## src/design/bba_pkg.sv

```systemverilog
// Shared types and codes for the bitmap block allocator.
// Used by bba_ctrl, bba_dp and bitmap_block_allocator_core; depends on nothing.
package bba_pkg;

	// Command codes on the input channel
	localparam logic [1:0] CMD_ALLOC     = 2'd0;
	localparam logic [1:0] CMD_FREE_RUN  = 2'd1;
	localparam logic [1:0] CMD_MARK_USED = 2'd2;
	localparam logic [1:0] CMD_MARK_FREE = 2'd3;

	// Result status codes
	localparam logic [1:0] ST_OK       = 2'd0;
	localparam logic [1:0] ST_NO_SPACE = 2'd1;
	localparam logic [1:0] ST_ZERO_CNT = 2'd2;

	// Controller to datapath commands
	typedef struct packed {
		logic load;        // capture a new command
		logic clr_wr;      // clearing pass: write all ones, advance word
		logic scan_start;  // restart the first-fit search at word 0
		logic rd;          // read the current word
		logic scan_eval;   // word-level search step on read data
		logic bit_step;    // bit-level search step
		logic rmw_start;   // word pointer to the run start's word, or word 0
		logic rmw_skip;    // advance word without touching memory
		logic rmw_wr;      // write back the masked word, advance
		logic post_start;  // set up the block 0 re-mark
		logic cnt_upd;     // update the used count
		logic set_fail;    // result: no space
		logic set_zero;    // result: zero count
	} dp_cmd_t;

	// Datapath to controller status
	typedef struct packed {
		logic clr_last;
		logic is_alloc;
		logic is_mark_free;
		logic post_done;
		logic zero_cnt;
		logic short_free;
		logic scan_end;
		logic ev_found;
		logic ev_mixed;
		logic bit_end;
		logic bit_found;
		logic bit_last;
		logic rmw_done;
		logic rmw_before;
	} dp_stat_t;

endpackage

```

## src/design/bba_ctrl.sv

```systemverilog
// Sequencing state machine of the bitmap block allocator.
// Depends on bba_pkg for the command and status structs.
module bba_ctrl (
	input  logic              clk,
	input  logic              arst_n,
	input  logic              in_valid,
	output logic              in_ready,
	input  logic              out_free,
	output logic              out_load,
	input  bba_pkg::dp_stat_t st,
	output bba_pkg::dp_cmd_t  cmd
);

	localparam logic [3:0] S_CLR      = 4'd0;
	localparam logic [3:0] S_IDLE     = 4'd1;
	localparam logic [3:0] S_DISP     = 4'd2;
	localparam logic [3:0] S_SCAN_RD  = 4'd3;
	localparam logic [3:0] S_SCAN_EV  = 4'd4;
	localparam logic [3:0] S_SCAN_BIT = 4'd5;
	localparam logic [3:0] S_RMW_INIT = 4'd6;
	localparam logic [3:0] S_RMW_RD   = 4'd7;
	localparam logic [3:0] S_RMW_WR   = 4'd8;
	localparam logic [3:0] S_POST     = 4'd9;
	localparam logic [3:0] S_FIN      = 4'd10;

	logic [3:0] state_q;
	logic [3:0] state_d;

	assign in_ready = (state_q == S_IDLE);

	// Next state and datapath commands
	always_comb begin
		state_d  = state_q;
		cmd      = '0;
		out_load = 1'b0;
		case (state_q)
			S_CLR: begin
				cmd.clr_wr = 1'b1;
				if (st.clr_last) begin
					state_d = S_IDLE;
				end
			end
			S_IDLE: begin
				if (in_valid) begin
					cmd.load = 1'b1;
					state_d  = S_DISP;
				end
			end
			S_DISP: begin
				if (st.is_alloc) begin
					if (st.zero_cnt) begin
						cmd.set_zero = 1'b1;
						state_d      = S_FIN;
					end else if (st.short_free) begin
						cmd.set_fail = 1'b1;
						state_d      = S_FIN;
					end else begin
						cmd.scan_start = 1'b1;
						state_d        = S_SCAN_RD;
					end
				end else if (st.zero_cnt) begin
					state_d = S_POST;
				end else begin
					state_d = S_RMW_INIT;
				end
			end
			S_SCAN_RD: begin
				if (st.scan_end) begin
					cmd.set_fail = 1'b1;
					state_d      = S_FIN;
				end else begin
					cmd.rd  = 1'b1;
					state_d = S_SCAN_EV;
				end
			end
			S_SCAN_EV: begin
				cmd.scan_eval = 1'b1;
				if (st.ev_found) begin
					state_d = S_RMW_INIT;
				end else if (st.ev_mixed) begin
					state_d = S_SCAN_BIT;
				end else begin
					state_d = S_SCAN_RD;
				end
			end
			S_SCAN_BIT: begin
				if (st.bit_end) begin
					cmd.set_fail = 1'b1;
					state_d      = S_FIN;
				end else begin
					cmd.bit_step = 1'b1;
					if (st.bit_found) begin
						state_d = S_RMW_INIT;
					end else if (st.bit_last) begin
						state_d = S_SCAN_RD;
					end
				end
			end
			S_RMW_INIT: begin
				cmd.rmw_start = 1'b1;
				state_d       = S_RMW_RD;
			end
			S_RMW_RD: begin
				if (st.rmw_done) begin
					state_d = S_POST;
				end else if (st.rmw_before) begin
					cmd.rmw_skip = 1'b1;
				end else begin
					cmd.rd  = 1'b1;
					state_d = S_RMW_WR;
				end
			end
			S_RMW_WR: begin
				cmd.rmw_wr = 1'b1;
				state_d    = S_RMW_RD;
			end
			S_POST: begin
				if (st.is_mark_free && !st.post_done) begin
					cmd.post_start = 1'b1;
					state_d        = S_RMW_INIT;
				end else begin
					cmd.cnt_upd = 1'b1;
					state_d     = S_FIN;
				end
			end
			S_FIN: begin
				if (out_free) begin
					out_load = 1'b1;
					state_d  = S_IDLE;
				end
			end
			default: begin
				state_d = S_IDLE;
			end
		endcase
	end

	// Hold state; start with the clearing pass
	always_ff @(posedge clk or negedge arst_n) begin
		if (!arst_n) begin
			state_q <= S_CLR;
		end else begin
			state_q <= state_d;
		end
	end

endmodule

```

## config.mk

```make
export PLATFORM = sky130hd
export DESIGN_NAME = bba_ctrl
export DESIGN_NICKNAME = d
export VERILOG_FILES = /design/src/design/bba_pkg.sv /design/src/design/bba_ctrl.sv
export SDC_FILE = /design/constraint.sdc
export NUM_CORES = 1
export LEC_CHECK = 0
export BUFFER_PORTS_ARGS = -buffer_cell sky130_fd_sc_hd__buf_2
export CORE_UTILIZATION = 44
export DETAILED_ROUTE_END_ITERATION = 6
export GPL_TIMING_DRIVEN = 0
export PLACE_DENSITY_LB_ADDON = 0.3
export SLEW_MARGIN = 40
export SYNTH_ARGS = -nofsm -noshare
export SYNTH_HDL_FRONTEND = slang
export SYNTH_SLANG_ARGS = --single-unit
```

## constraint.sdc

```tcl
create_clock -name clk -period 1.94 [get_ports clk]
set_input_delay 0.097 -clock clk [delete_from_list [all_inputs] [get_ports clk]]
set_output_delay 0.097 -clock clk [all_outputs]
set_load 0.02 [all_outputs]
```

=== Word level (Yosys, flattened, before mapping) ===
Index checks and enable logic that the tools add are counted.

* Bits of input ports: 18
* Logic and storage cells: 70
* Output and inout bits: 15
* Register bits: 4

* Multiplexer cells: 49
* Equality and inequality tests: 15
* Reduce and logical (&&, ||, !) cells: 5

{| class="wikitable"
|+ Operators by type and width
! kind !! number
|-
| two-way mux 4 bit || 15
|-
| case mux 4 bit (10 select lines) || 1
|-
| two-way mux 1 bit || 28
|-
| == test 4 x 3 -> 1 bit (second input constant) || 4
|-
| == test 4 bit (second input constant) || 3
|-
| == test 4 x 2 -> 1 bit (second input constant) || 2
|-
| != test 2 bit (second input constant) || 3
|-
| AND reduction 5 bit || 1
|-
| == test 4 x 1 -> 1 bit (second input constant) || 1
|-
| zero test 4 bit || 1
|-
| two-way mux 2 bit || 2
|-
| != test 4 bit (second input constant) || 1
|-
| two-way mux 3 bit || 1
|-
| != test 3 bit (second input constant) || 1
|-
| case mux 1 bit (3 select lines) || 1
|-
| case mux 1 bit (2 select lines) || 1
|-
| OR reduction 2 bit || 1
|-
| logical AND 1 bit || 1
|-
| zero test 1 bit || 1
|}

=== Longest topological paths before layout ===
* Depth after elaboration: 4
* Gate-level depth with buffers: 6
* Mapped depth without buffers: 4

=== Worst setup path before layout ===
Ideal clock, no wire load.

* Path type: flip-flop to flip-flop
* Start: register state_q[2]
* End: register state_q[3]
* Buffers on the path: 0
* Slack: 177 ps
* Data arrival time: 1,636 ps
* Library setup time: 127 ps
* Data required time: 1,813 ps
* Stages on the path, launching flop included: 5
* Cell sequence: dfrtp_1 nor4_1 nand2b_1 or4b_1 o21bai_1

* Word-level cells in the longest chain between the ends: 3
* Elaborated cells on any way between the ends: 19
* Those cells by class: eq/ne (15); mux (1); reduce/logical (3)

{| class="wikitable"
|+ Ends and longest elaborated chain
! what !! line !! source
|-
| from (decl) || bba_ctrl.sv:26 || <nowiki>logic [3:0] state_q;</nowiki>
|-
| from (signal assigned) || bba_ctrl.sv:143 || <nowiki>state_q <= state_d;</nowiki>
|-
| == test 4 bit (tied with other cells) || bba_ctrl.sv:36 || <nowiki>case (state_q)</nowiki>
|-
| OR reduction 2 bit (no source line) (tied with other cells) || - ||
|-
| case mux 4 bit (10 select lines) or AND reduction 5 bit (tied branches) || - ||
|}

Parallel ways exist; a longest one is shown, timed or not.
A chain may end at the register's enable or synchronous reset.

==> impl_metrics.env <==
export IMPL_worst_pin_slew_ps=515
export IMPL_ioPinCount=33
export IMPL_ctsLongestPathBuffers=2
export IMPL_cts_sinks=4
export IMPL_finalSetupViolCount=0
export IMPL_start_util_pct=48.0
export IMPL_min_period_over_period_pct=96.9
export IMPL_drc=0
export IMPL_hp_start="st[13]"
export IMPL_n_antenna_cell=0
export IMPL_rr_worst_depth=5
export IMPL_path_clk_slew_ps=40
export IMPL_largest_reg_flops=4
export IMPL_peakVddDrop_v=0.000718
export IMPL_slew_limit_headroom_pct=64.8
export IMPL_fin_crit_ps=1880
export IMPL_status="finished clean"
export IMPL_drv_cap=0
export IMPL_syn_instance_count=86
export IMPL_cts_tree="yes"
export IMPL_dp_final_hpwl_um=1490
export IMPL_top_register="state_q"
export IMPL_synth_async_reset_ratio_pct=100
export IMPL_drv_slew=0
export IMPL_r2r_start="state_q[2]$_DFFE_PN0P_"
export IMPL_grt_pass1_vias=690
export IMPL_startpoint_type="flop"
export IMPL_syn_area_um2=641
export IMPL_rsz0062_at_grt="no"
export IMPL_r2r_end="state_q[2]$_DFFE_PN0P_"
export IMPL_critPathArrivalTime_ps=1780
export IMPL_die_x_um=40.2
export IMPL_setup_tns_final_ps=0
export IMPL_combPwrFrac_pct=76.2
export IMPL_synth_cell_types=40
export IMPL_synth_edf_count=0
export IMPL_seqPwrFrac_pct=14.2
export IMPL_crit_path_start="state_q[3]$_DFFE_PN0P_"
export IMPL_cts_max_level=1
export IMPL_yosysTopAreaCell="dfrtp_1"
export IMPL_syn_area_per_cell_um2=7.45
export IMPL_path_class="flop to primary output"
export IMPL_area_growth_pct=34.2
export IMPL_hold_viol_final=0
export IMPL_dieArea_um2=1610
export IMPL_min_to="state_q[0]$_DFFE_PN0P_"
export IMPL_drive_above_1_share_pct=36.9
export IMPL_final_cells=137
export IMPL_cellPowerDensity_nw_per_um2=1270
export IMPL_critical_path_required_ps=1840
export IMPL_wirelength_um=1970
export IMPL_endpoint_kind="primary output"
export IMPL_hold_path_class="input pin to flop"
export IMPL_yosys_warnings=0
export IMPL_synthTopCellsByCount="10 x nor3_1, 7 x nand2b_1, 6 x nand2_1"
export IMPL_portBuffers=32
export IMPL_vias_per_cell=6.30
export IMPL_grt_usage_pct=27.5
export IMPL_fillCellCount=131
export IMPL_nets=142
export IMPL_timing_hold_ws_ps=199
export IMPL_ys_top_cells_by_area="dfrtp_1 16%, nor3_1 7.8%, nand2b_1 6.8%"
export IMPL_grt_ovfl_total=0
export IMPL_clkPwrFrac_pct=9.6
export IMPL_fp_dieH_um=40.2
export IMPL_syn_num_nets=104
export IMPL_clkLatencyLatePin_ps=240
export IMPL_core_um2=1330
export IMPL_antenna_left=0
export IMPL_synth_seq_cells=4
export IMPL_ys_seq_area_share_pct=15.6
export IMPL_swShare_pct=51.6
export IMPL_internal_power_uw=530
export IMPL_p_leak_nw=0.408
export IMPL_drt_iter0_drc=42
export IMPL_fmax_mhz=532
export IMPL_worstHoldPathCells=3
export IMPL_r2r_slack_ps=120
export IMPL_antenna_found_initial=0
export IMPL_place_congestion=0.920
export IMPL_synthFlopType="dfrtp_1"
export IMPL_p_sw_uw=566
export IMPL_wl_per_cell_um=14.4
export IMPL_cp_max_fo=10
export IMPL_final_cell_area_um2=860
export IMPL_grt_pass1_wl_um=2880
export IMPL_root_buffer="clkbuf_4"
export IMPL_synth_top_cell_area_share_pct=15.6
export IMPL_drtPass1Iterations=5
export IMPL_synth_most_common_cell="nor3_1"
export IMPL_largestRegisters="state_q: 4 flops"
export IMPL_grt_start_max_net_pins=11
export IMPL_numCtsBuffers=3
export IMPL_fin_skew_ps=5.50
export IMPL_num_rows=13
export IMPL_place_area_um2=820
export IMPL_placedCellCount=133
export IMPL_via_count=863
timing repair:
action	4_1_cts	5_1_grt
hold endpoints to repair	4	0
gates resized for setup	1	2
setup endpoints to repair	1	1
buffers inserted	0	0
hold buffers	1	0
area by class of cell:
class | instances | area [um2] | share of cell area, %
clock buffers | 3 | 22.5 | 2.62
plain buffers | 6 | 45.0 | 5.24
multi-input cells | 71 | 484 | 56.3
repair buffers | 33 | 170 | 19.8
well taps | 15 | 18.8 | 2.18
inverters | 5 | 18.8 | 2.18
flip-flops and latches | 4 | 100 | 11.6
worst max-delay path: stages (launching register included):
cell,delay [ps]
dfrtp_1,430
buf_6,170
nor4b_2,460
nand2_1,140
o2bb2ai_1,160
buf_2,180
cells by family after synthesis:
logic type	Yosys count	share of synthesized area (%)
simple gates	48	46.7
compound gates	23	27.9
flops	4	15.6
buf+inv	11	9.77
routing by layer:
metal,vias to the layer above,global-route usage (%),part of all wire [%]
li1,403,-,-
met1,381,32.3,41
met2,69,45.6,49
met3,10,5.00,8.3
met4,0,17.2,1.9
met5,-,0,0
placed cells by master, fill, tap and decap left out, types with 2 or more instances in the layout:
master     instances
or4b_1             2
nor2b_1            3
o21ai_1            3
and2_1             2
nor3b_1            4
nor4_1             2
nand2_1            6
buf_2             34
clkbuf_4           3
o21ai_0            2
nor3_1            10
inv_1              5
o2111a_1           2
dfrtp_1            4
o2bb2ai_1          2
nor2_1             2
nand2b_1           7
o21bai_1           3
buf_6              2
power groups by stage:
stage | Clock [mW] | Sequential, mW | Combinational (mW)
finish | 0.105 | 0.156 | 0.835
global route | 0.116 | 0.160 | 0.909
CTS | 0.106 | 0.154 | 0.822
detailed placement | 0 | 0.155 | 0.810
global placement | 0 | 0.154 | 0.791
floorplan | 0 | 0.146 | 0.613
how the worst max path moves through the flow:
stage / endpoint / depth (start not counted)
4_1_cts: cmd[9] / 6
2_1_floorplan: state_q[3]$_DFFE_PN0P_ / 4
3_5_place_dp: state_q[2]$_DFFE_PN0P_ / 5
3_3_place_gp: state_q[2]$_DFFE_PN0P_ / 5
6_report: cmd[1] / 5
5_1_grt: cmd[10] / 5
per-stage QoR:
| step | power, mW | setup WS, ps | util [%] |
|---|---|---|---|
| finish | 1.10 | 60.1 | 64.4 |
| global route | 1.18 | 2.61 | 64.4 |
| CTS | 1.08 | 65.5 | 64.4 |
| detailed placement | 0.965 | 135 | 61.4 |
| global placement | 0.945 | 198 | 61.4 |
| floorplan | 0.759 | 177 | - |
(Power assumes the default switching activity.)
